==> src/design/tcw_pkg.sv <==
// ----------------------------------------------------------------------------
// tcw_pkg
// shared types and constants of the text console writer
// ----------------------------------------------------------------------------
`default_nettype none

package tcw_pkg;

    localparam int CHAR_W      = 8;
    localparam int INDEX_W     = 11;
    localparam int CURSOR_W    = 11;
    localparam int S_TDATA_W   = 24;
    localparam int M_TDATA_W   = 24;
    localparam int TAB_BITS    = 3;
    localparam int TAB_STOP    = 8;

    localparam logic [CHAR_W-1:0] CHAR_BS    = 8'h08;
    localparam logic [CHAR_W-1:0] CHAR_TAB   = 8'h09;
    localparam logic [CHAR_W-1:0] CHAR_LF    = 8'h0A;
    localparam logic [CHAR_W-1:0] CHAR_CR    = 8'h0D;
    localparam logic [CHAR_W-1:0] CHAR_SPACE = 8'h20;

    localparam logic KIND_PUT  = 1'b0;
    localparam logic KIND_READ = 1'b1;

    typedef enum logic [2:0] {
        ST_CLEAR,
        ST_IDLE,
        ST_EXEC,
        ST_CHECK,
        ST_SCROLL,
        ST_EMIT
    } state_t;

    typedef struct packed {
        logic load_item;
        logic exec_put;
        logic exec_read;
        logic scroll_start;
        logic sweep_step;
        logic sweep_blank;
        logic load_out;
    } cmd_t;

    typedef struct packed {
        logic kind;
        logic need_scroll;
        logic sweep_last;
    } sts_t;

endpackage

`default_nettype wire

==> src/design/tcw_ctrl.sv <==
// ----------------------------------------------------------------------------
// tcw_ctrl
// sequencer of the text console writer: clear pass, put, read, scroll, output
// ----------------------------------------------------------------------------
`default_nettype none

module tcw_ctrl (
    input  wire logic          clk,
    input  wire logic          rst_n,
    input  wire logic          s_tvalid,
    output logic               s_tready,
    output logic               m_tvalid,
    input  wire logic          m_tready,
    input  tcw_pkg::sts_t      sts,
    output tcw_pkg::cmd_t      cmd
);
    import tcw_pkg::*;

    state_t state_reg;
    state_t state_next;
    logic   out_valid_reg;
    logic   out_valid_next;

    always_ff @(posedge clk or negedge rst_n)
    begin
        if (!rst_n)
        begin
            state_reg     <= ST_CLEAR;
            out_valid_reg <= 1'b0;
        end
        else
        begin
            state_reg     <= state_next;
            out_valid_reg <= out_valid_next;
        end
    end

    always_comb
    begin
        state_next = state_reg;
        cmd        = '0;
        unique case (state_reg)
            ST_CLEAR:
            begin
                cmd.sweep_step  = 1'b1;
                cmd.sweep_blank = 1'b1;
                if (sts.sweep_last)
                begin
                    state_next = ST_IDLE;
                end
            end
            ST_IDLE:
            begin
                if (s_tvalid)
                begin
                    cmd.load_item = 1'b1;
                    state_next    = ST_EXEC;
                end
            end
            ST_EXEC:
            begin
                if (sts.kind == KIND_READ)
                begin
                    cmd.exec_read = 1'b1;
                    state_next    = ST_EMIT;
                end
                else
                begin
                    cmd.exec_put = 1'b1;
                    state_next   = ST_CHECK;
                end
            end
            ST_CHECK:
            begin
                if (sts.need_scroll)
                begin
                    cmd.scroll_start = 1'b1;
                    state_next       = ST_SCROLL;
                end
                else
                begin
                    state_next = ST_EMIT;
                end
            end
            ST_SCROLL:
            begin
                cmd.sweep_step = 1'b1;
                if (sts.sweep_last)
                begin
                    state_next = ST_EMIT;
                end
            end
            ST_EMIT:
            begin
                // result goes out once the output register is free
                if (!out_valid_reg || m_tready)
                begin
                    cmd.load_out = 1'b1;
                    state_next   = ST_IDLE;
                end
            end
            default:
            begin
                state_next = ST_IDLE;
            end
        endcase
    end

    always_comb
    begin
        if (cmd.load_out)
        begin
            out_valid_next = 1'b1;
        end
        else if (m_tready)
        begin
            out_valid_next = 1'b0;
        end
        else
        begin
            out_valid_next = out_valid_reg;
        end
    end

    assign s_tready = (state_reg == ST_IDLE);
    assign m_tvalid = out_valid_reg;

endmodule

`default_nettype wire

==> config.mk <==
export PLATFORM = sky130hd
export DESIGN_NAME = tcw_ctrl
export DESIGN_NICKNAME = d
export VERILOG_FILES = /design/src/design/tcw_pkg.sv /design/src/design/tcw_ctrl.sv
export SDC_FILE = /design/constraint.sdc
export NUM_CORES = 1
export LEC_CHECK = 0
export ABC_AREA = 1
export BUFFER_PORTS_ARGS = -buffer_cell sky130_fd_sc_hd__buf_2
export CORE_AREA = 8 8 45 47
export CTS_BUF_LIST = sky130_fd_sc_hd__clkbuf_16
export DETAILED_ROUTE_END_ITERATION = 6
export DIE_AREA = 0 0 53 55
export PLACE_DENSITY = 0.5
export SYNTH_ARGS = -nofsm -noshare
export SYNTH_HDL_FRONTEND = slang
export SYNTH_SLANG_ARGS = --single-unit
export TNS_END_PERCENT = 1
==> constraint.sdc <==
create_clock -name clk -period 2.11 [get_ports clk]
set_clock_uncertainty 0.15 [all_clocks]
set_input_delay 0.1055 -clock clk [delete_from_list [all_inputs] [get_ports clk]]
set_output_delay 0.1055 -clock clk [all_outputs]
set_load 0.02 [all_outputs]
Yosys cells after proc, flatten, opt, wreduce, memory -nomap -nowiden
Index checks and enable logic that the tools add are counted.
{"block": "word_totals", "register_bits": 4, "latchBits": 0, "mem_bits_rw": 0, "mem_bits_ro": 0, "input_bits": 7, "wordCells": 37, "n_memories": 0}
{"block": "classes", "add_sub_neg": 0, "mul": 0, "n_div": 0, "n_lt_le_gt_ge": 0, "n_eq_ne": 9, "n_shift": 0, "muxes": 20, "n_bitwise": 0, "reduce_logical": 6}
{"operator": "3-bit case mux with 6 select lines", "count": 1}
{"operator": "3-bit 2-to-1 mux", "count": 5}
{"operator": "1-bit 2-to-1 mux", "count": 13}
{"operator": "2-bit != test (second input constant)", "count": 4}
{"operator": "3-bit by 2-bit == test with 1-bit output (second input constant)", "count": 2}
{"operator": "3-bit == test (second input constant)", "count": 2}
{"operator": "4-bit AND reduction", "count": 1}
{"operator": "3-bit by 1-bit == test with 1-bit output (second input constant)", "count": 1}
{"operator": "3-bit zero test", "count": 1}
{"operator": "2-bit 2-to-1 mux", "count": 1}
{"operator": "2-bit nonzero test", "count": 1}
{"operator": "2-bit OR reduction", "count": 1}
{"operator": "1-bit zero test", "count": 1}
{"operator": "1-bit logical OR", "count": 1}

Longest topological paths before layout
Gate-level depths: netlist of run 1.
{"block": "logic_depth", "depth_word": 5, "depth_mapped": 7, "mapped_depth_nobuf": 6}

Worst setup path after synthesis of run 1
OpenSTA, ideal clock, no wires.
{"block": "synth_path", "path_type": "flip-flop to output port", "startpoint": "reg state_reg[1]", "endpoint": "out cmd[6] (netlist bit)", "arrival_time_ns": 1.212, "required_ns": 1.854, "setup_slack_ns": 0.643, "stages_incl_launch_ff": 3, "cell_sequence": "dfrtp_1 -> buf_4 -> nor4_1"}
{"element": "from (decl)", "line": "tcw_ctrl.sv:19", "source": "state_t state_reg;"}
{"element": "from (signal assigned)", "line": "tcw_ctrl.sv:33", "source": "state_reg <= state_next;"}
{"element": "to (decl)", "line": "tcw_ctrl.sv:15", "source": "output tcw_pkg::cmd_t cmd"}

==> impl_summary.log, run 1 <==
[metrics] Routed wire per std cell: 10.44 microns
[metrics] Largest register FFs: 3
[metrics] Final GP Congestion: 0.8226
[metrics] Synth Register Bits: 4
[metrics] Final Max Slew Viols: 0
[metrics] Hold Path Sink: m_tvalid
[metrics] Max-slew headroom: 0.7652
[metrics] Die Outline Area: 2915 sq um
[metrics] number of iterations in the first detailed-routing pass: 4
[metrics] ratio of final minimum period to clock period: 0.7166
[metrics] number of rows created at floorplan: 14
[metrics] launch point of the worst path: state_reg[0]
[metrics] arrival time at the worst endpoint: 1.26 ns
[metrics] slack of the worst reg-to-reg path: 0.82 ns
[metrics] net count of the finished layout: 77
[metrics] endpoint kind of the worst setup timing path: primary output
[metrics] asr flop ratio synth: 1.000
[metrics] outcome: completed
[metrics] HP Class: in2reg
[metrics] Critical Path Start Type: flip-flop
[metrics] cell class contributing the biggest share of worst-path delay: flip-flops
[metrics] Worst Reg2Reg Path Length in Cells: 5
[metrics] placed cell areas: 406.6 sq um
[metrics] syn_nets: 59
[metrics] top post-synthesis cells by area: sky130_fd_sc_hd__dfrtp_1, sky130_fd_sc_hd__nand2_1, sky130_fd_sc_hd__nor2_1
[metrics] Max Buffers Root-to-Sink: 2
[metrics] primary flip-flop cell chosen by synthesis mapping: sky130_fd_sc_hd__dfrtp_1
[metrics] number of endpoints failing setup at the final stage: 0
[metrics] Post-synth top cells: sky130_fd_sc_hd__nand2_1, sky130_fd_sc_hd__nor2_1, sky130_fd_sc_hd__inv_1
[metrics] count of vias placed by the detailed router: 364
[metrics] largest net degree at the start of global routing: 11
[metrics] setup repair after global routing missed its margin: no
[metrics] drt initial violations: 4
[metrics] summed area of non-filler cells in the final layout: 491.7 sq um
[metrics] share of Yosys cell area claimed by the top area cell type: 0.2963
[metrics] die width: 53 microns
[metrics] type of the worst setup path: reg2out
[metrics] sequential element share of the synthesized area: 0.2963
[metrics] EDFF count, synth: 0
[metrics] global-route wire length before repair: 1.531 mm
[metrics] start of the worst register-to-register path: state_reg[2]
[metrics] critical register-to-register path endpoint: state_reg[0]
[metrics] setup slack at placement: 0.8234 ns
[metrics] worst hold path stage count: 4
[metrics] Setup Fix Bufs, Post-CTS: 0
[metrics] average cell area after synthesis: 6.497 sq um
[metrics] power density cells: 1728 nW/um^2
[metrics] CORE AREA: 1384 sq um
[metrics] effective utilization at floorplan: 0.2441
[metrics] Synth Instances: 52
[metrics] y dimension of the die: 55 microns
[metrics] clock insertion delay at the later pin of the skew report: 0.22 ns
[metrics] root buf cell: sky130_fd_sc_hd__clkbuf_16
[metrics] warnings from Yosys: 0
[metrics] antenna diode count: 0
[metrics] CTS tree: yes
[metrics] leakage: 0.2918 nW
[metrics] setup slack after layout: 0.5980 ns
[metrics] clock buffer count from CTS: 3
[metrics] average via count per standard cell: 4.333
[metrics] via count of the first global-routing pass: 367
[metrics] all-layer global routing usage: 0.06897
[metrics] Synth Area in XOR/XNOR: 0
[metrics] half-perimeter wire length after placement: 701.2 microns
[metrics] count of buffering cells on the critical path with inverters included: 2
[metrics] post-synthesis cell type with the largest combined area: sky130_fd_sc_hd__dfrtp_1
[metrics] Clock transition at path regs: 0.03 ns
[metrics] number of top-level design ports: 16
[metrics] number of hold violations in the final report: 0
[metrics] crit path max-delay cell type: sky130_fd_sc_hd__dfrtp_1
[metrics] post-cts hold buffer count: 1
[metrics] share of layout cells above drive strength 1: 0.3824
[metrics] CP cell instances: inv_2 -> nor4_1 -> buf_2
[metrics] largest incremental delay on the critical path: 0.46 ns
[metrics] post-layout total power: 0.0008495 W
[metrics] Resized Gates After CTS: 0
[metrics] synthesized-area fraction occupied by ao, oa, aoi and oai cells: 0.02963
[metrics] cell area after technology mapping: 337.8 sq um
[metrics] Hold Path Origin: m_tready
[metrics] largest family of logic cells by synthesized area: simple AND/OR/NAND/NOR gates
[metrics] crit path max fanout: 6
[metrics] maximum vdd ir drop: 0.6626 mV
[metrics] number of routed nets with antenna violations: 0
[metrics] transition time of the tightest slew-check pin: 0.3522 ns
[metrics] Sequential cell area: 100.1 sq um
[metrics] Util after Layout: 0.3553
[metrics] number of clock sinks seen by CTS: 4
[metrics] dominant cell by count in the synthesized netlist: sky130_fd_sc_hd__nand2_1
[metrics] Total Negative Setup Slacks: 0 ns
[metrics] number of max-capacitance violations reported: 0
[metrics] post-layout minimum cycle time: 1.512 ns
[metrics] filler instances: 168
[metrics] Data required, critical path: 1.85 ns
[metrics] initial antenna violation count: 0
[metrics] simple logic cell fraction of the synthesized area: 0.4852
[metrics] multiplexer fraction of the synthesized cell area: 0
[metrics] GRT Residual Overflow: 0
[metrics] drt drc: 0
[metrics] H-tree Lvls: 1
[metrics] input/output buffers: 15
[metrics] area of the multi-input gates: 173.9 sq um
[metrics] Total Routed Length: 877 microns
[metrics] post-synth cell types: 17
[metrics] Max Freq: 661.4 MHz
[metrics] synthesized-area fraction occupied by adder cells: 0
[metrics] Area Overhead vs Synth: 45.56%
-- worst reg2reg max path: cells and delay by family (launching register included) --
family | cells | cell delay [ns]
flip-flops | 1 | 0.54
AND/OR/NAND/NOR | 5 | 0.48
-- worst max-delay path by stage --
stage,depth (start not counted),endpoint,slack (ns)
CTS,3,cmd[6],0.58
detailed placement,3,cmd[6],0.82
global placement,3,cmd[6],0.83
finish,3,cmd[6],0.60
floorplan,2,cmd[6],0.64
global route,3,cmd[3],0.49
-- metrics by stage --
stage / hold slack (ns) / instances
finish: 0.02488 / 84
global route: 0.07001 / 84
CTS: 0.03188 / 84
detailed placement: -0.2336 / 80
global placement: -0.2331 / 80
floorplan: -0.3401 / 52
-- logic make-up (layout without fill, tap and decap cells) --
| group | Yosys count | count (layout) |
|---|---|---|
| and+or+nand+nor | 33 | 33 |
| buffers and inverters | 13 | 29 |
| DFF | 4 | 4 |
| AOI/OAI and AO/OA | 2 | 2 |
-- placed cells by master (no fill, tap or decap) --
master                           n
sky130_fd_sc_hd__nand4_1         1
sky130_fd_sc_hd__nor2_2          2
sky130_fd_sc_hd__buf_2          15
sky130_fd_sc_hd__nor3_2          1
sky130_fd_sc_hd__clkinv_1        1
sky130_fd_sc_hd__nor4_1          1
sky130_fd_sc_hd__inv_1           7
sky130_fd_sc_hd__dlygate4sd3_1   1
sky130_fd_sc_hd__nand3_1         4
sky130_fd_sc_hd__nor3b_1         1
sky130_fd_sc_hd__dfrtp_1         4
sky130_fd_sc_hd__nand2_1        11
sky130_fd_sc_hd__nand2_2         1
sky130_fd_sc_hd__clkbuf_16       3
sky130_fd_sc_hd__nand3_2         2
sky130_fd_sc_hd__inv_2           2
sky130_fd_sc_hd__nor2_1          9
sky130_fd_sc_hd__o21ai_0         2
-- area by class of cell --
class                      instances  area share
multi-input combinational         35      0.3537
tap                               16     0.04071
inverter                          10     0.07634
clock buffer                       3      0.1527
sequential                         4      0.2036
timing repair buffer              16      0.1730
-- layer usage --
metal / global-route usage / share of wire / vias up
met3: 0.03743 / 0.057 / 0
met4: 0.01293 / 0 / 0
met2: 0.1133 / 0.46 / 17
met1: 0.07786 / 0.48 / 156
li1: - / - / 191
met5: 0 / 0 / -
-- power by group --
part	total (W)	internal (W)	leakage (nW)	switching, W
combinational	0.000376	0.000132	0.205	0.000243
sequential	0.000185	0.000112	0.0495	0.0000731
clock	0.000289	0.000242	0.0370	0.0000472
total	0.000850	0.000486	0.292	0.000364
Power figures use the tool's default switching activity.
==> inputs of run 2 (changes only) <==
--- a/config.mk
+++ b/config.mk
@@ -11,7 +11,7 @@
 export CTS_BUF_LIST = sky130_fd_sc_hd__clkbuf_16
 export DETAILED_ROUTE_END_ITERATION = 6
 export DIE_AREA = 0 0 53 55
-export PLACE_DENSITY = 0.5
+export PLACE_DENSITY = 0.52
 export SYNTH_ARGS = -nofsm -noshare
 export SYNTH_HDL_FRONTEND = slang
 export SYNTH_SLANG_ARGS = --single-unit
==> constraint.sdc (replaced) <==
create_clock -name clk -period 1.3 [get_ports clk]
set_clock_uncertainty 0.15 [all_clocks]
set_input_delay 0.065 -clock clk [delete_from_list [all_inputs] [get_ports clk]]
set_output_delay 0.065 -clock clk [all_outputs]
set_load 0.02 [all_outputs]
==> run 2 against run 1 <==
Effect of this change: worst hold slack got worse by 0.0056 ns; clock-buffer cell count did not move; sequential cell count is the same; the run now ends with setup timing left; global-route usage is 1.4 points higher; largest power group unchanged; worst setup slack worse by 0.70 ns.
==> impl_summary.log, run 2 (synthesized netlist as in run 1, its figures left out) <==
[metrics] outcome: complete, but fails checks
[metrics] violated checks: setup timing
[metrics] Clock transition at path regs: 0.03 ns (about the same)
[metrics] cell class contributing the biggest share of worst-path delay: flip-flops
[metrics] CTS tree: yes
[metrics] number of non-filler instances in the completed layout: 97 (+15%)
[metrics] Critical Path Start Type: flip-flop
[metrics] y dimension of the die: 55 microns (unchanged)
[metrics] maximum vdd ir drop: 0.8308 mV (+25%)
[metrics] number of rows created at floorplan: 14 (unchanged)
[metrics] half-perimeter wire length after placement: 694.1 microns (-1.0%)
[metrics] root buf cell: sky130_fd_sc_hd__clkbuf_16
[metrics] post-layout minimum cycle time: 1.407 ns
[metrics] GRT Residual Overflow: 0 (unchanged)
[metrics] start of the worst register-to-register path: state_reg[2]
[metrics] Final Max Slew Viols: 0 (unchanged)
[metrics] H-tree Lvls: 1 (unchanged)
[metrics] number of iterations in the first detailed-routing pass: 4 (unchanged)
[metrics] initial antenna violation count: 0 (unchanged)
[metrics] HP Class: in2async
[metrics] transition time of the tightest slew-check pin: 0.2578 ns (-0.09437 ns)
[metrics] number of max-capacitance violations reported: 0 (unchanged)
[metrics] most used cells in the layout excluding fill and tap cells: sky130_fd_sc_hd__nand2_1, sky130_fd_sc_hd__buf_4, sky130_fd_sc_hd__buf_2
[metrics] Die Outline Area: 2915 sq um (unchanged)
[metrics] number of routed nets with antenna violations: 0 (unchanged)
[metrics] all-layer global routing usage: 0.08324 (+0.01428)
[metrics] power density cells: 2663 nW/um^2 (+54%)
[metrics] summed area of non-filler cells in the final layout: 721.9 sq um (+47%)
[metrics] average via count per standard cell: 4.443 (+2.5%)
[metrics] CP cell instances: buf_12 -> nor4_4 -> buf_4
[metrics] Total Routed Length: 1.150 mm (+31%)
[metrics] number of hold violations in the final report: 0 (unchanged)
[metrics] die width: 53 microns (unchanged)
[metrics] number of endpoints failing setup at the final stage: 10 (+10)
[metrics] ratio of final minimum period to clock period: 1.082
[metrics] net switching power: 0.0007961 W (+120%)
[metrics] placed cell areas: 420.4 sq um (+3.4%)
[metrics] drt initial violations: 2 (-2)
[metrics] number of placed instances with taps included: 81 (+1.3%)
[metrics] share of layout cells above drive strength 1: 0.5802 (+0.1979)
[metrics] number of clock sinks seen by CTS: 4 (unchanged)
[metrics] via count of the first global-routing pass: 417 (+14%)
[metrics] Max Freq: 710.9 MHz
[metrics] CORE AREA: 1384 sq um (unchanged)
[metrics] setup slack after layout: -0.1066 ns (-0.7046 ns)
[metrics] largest net degree at the start of global routing: 7 (-4)
[metrics] hold slack: 0.01925 ns (-0.005626 ns)
[metrics] critical register-to-register path endpoint: state_reg[0]
[metrics] crit path max-delay cell type: sky130_fd_sc_hd__dfrtp_2
[metrics] antenna diode count: 0 (unchanged)
[metrics] clock insertion delay at the later pin of the skew report: 0.23 ns (about the same)
[metrics] Worst Reg2Reg Path Length in Cells: 7 (+2)
[metrics] arrival time at the worst endpoint: 1.19 ns (-0.07 ns)
[metrics] Combinational Power Share: 0.599 (+0.157)
[metrics] net switching share of the total power: 0.4141 (-0.01399)
[metrics] clock buffer count from CTS: 3 (unchanged)
[metrics] number of top-level design ports: 16 (unchanged)
[metrics] Total Negative Setup Slacks: -0.5425 ns (-0.5425 ns)
[metrics] Max-slew headroom: 0.8275 (+0.06228)
[metrics] input/output buffers: 15 (unchanged)
[metrics] setup slack at placement: 0.05019 ns (-0.7732 ns)
[metrics] drt drc: 0 (unchanged)
[metrics] count of vias placed by the detailed router: 431 (+18%)
[metrics] Largest register FFs: 3 (unchanged)
[metrics] leakage: 0.3663 nW (+26%)
[metrics] count of buffering cells on the critical path with inverters included: 2 (unchanged)
[metrics] effective utilization at floorplan: 0.2441 (unchanged)
[metrics] Internal Pwr Total: 0.001126 W (+130%)
[metrics] type of the worst setup path: reg2out
[metrics] Routed wire per std cell: 11.86 microns (+14%)
[metrics] portion of total power attributed to the clock network: 0.251 (-0.089)
[metrics] net count of the finished layout: 90 (+17%)
[metrics] global-route wire length before repair: 1.835 mm (+20%)
[metrics] Area Overhead vs Synth: 113.7%
[metrics] endpoint kind of the worst setup timing path: primary output
[metrics] setup repair after global routing missed its margin: yes
[metrics] Final GP Congestion: 0.7445 (-9.5%)
[metrics] Max Buffers Root-to-Sink: 2 (unchanged)
[metrics] sequential share of power: 0.149 (-0.069)
[metrics] slack of the worst reg-to-reg path: -0.04 ns (-0.86 ns)
[metrics] largest incremental delay on the critical path: 0.41 ns (-0.05 ns)
[metrics] Data required, critical path: 1.09 ns (-0.76 ns)
[metrics] crit path max fanout: 5 (-1)
==> run 2: cell count changes in the layout (fill, tap and decap cells not counted), sizes merged <==
cell	delta
buf	+10
clkinv	+1
dlygate4sd3	+3
inv	-1
==> run 2: worst max-delay path by stage <==
stage / cells after the start / end / startpoint
6_report: 3 / cmd[6] / state_reg[1]
4_1_cts: 2 / cmd[6] / state_reg[2]
2_1_floorplan: 4 / cmd[1] / state_reg[1]
5_1_grt: 3 / cmd[3] / state_reg[2]
3_5_place_dp: 6 / state_reg[0] / state_reg[1]
3_3_place_gp: 6 / state_reg[2] / state_reg[1]
==> run 2: power by group through the flow <==
| stage | Combinational, W | Sequential (W) | Clock (W) |
|---|---|---|---|
| 3_3_place_gp | 0.000645 | 0.000298 | 0 |
| 5_1_grt | 0.00125 | 0.000300 | 0.000499 |
| 4_1_cts | 0.000964 | 0.000285 | 0.000490 |
| 6_report | 0.00115 | 0.000287 | 0.000483 |
| 2_1_floorplan | 0.000566 | 0.000236 | 0 |
| 3_5_place_dp | 0.000649 | 0.000294 | 0 |
==> run 2: per-stage QoR <==
stage / total power (W) / utilization
6_report: 0.001923 / 0.5217
3_3_place_gp: 0.0009427 / 0.3038
4_1_cts: 0.001739 / 0.4675
2_1_floorplan: 0.0008019 / -
3_5_place_dp: 0.0009430 / 0.3038
5_1_grt: 0.002051 / 0.5217
==> run 2: what timing repair did <==
| item | CTS | global route |
|---|---|---|
| gates resized for setup | 21 | 14 |
| endpoints found under the setup margin | 8 | 10 |
| hold buffers | 4 | 0 |
| pin swaps | 4 | 10 |
| hold endpoints to repair | 7 | 0 |
| buffers inserted | 6 | 3 |
==> run 2: area by class of cell <==
cell class / instances / area [sq um]
clock buffer: 3 / 75.07
fill: 136 / 661.9
inverter: 10 / 45.04
multi-input combinational: 35 / 239.0
sequential: 4 / 103.9
tap: 16 / 20.02
timing repair buffer: 29 / 239.0
==> run 2: worst register-to-register path, cell delays in order (launching register included) <==
cell and delay, ns:
sky130_fd_sc_hd__dfrtp_2 0.45, sky130_fd_sc_hd__buf_6 0.15, sky130_fd_sc_hd__buf_4 0.13, sky130_fd_sc_hd__nor2_4 0.09, sky130_fd_sc_hd__nand3_2 0.09, sky130_fd_sc_hd__nand3_2 0.10
sky130_fd_sc_hd__nand2_1 0.05, sky130_fd_sc_hd__nand2_1 0.05
==> run 2: routing by layer <==
layer  GRT usage  wire, microns
met5           0              0
met4     0.03879             16
met3     0.02139             68
met2      0.1543            594
met1     0.08563            471
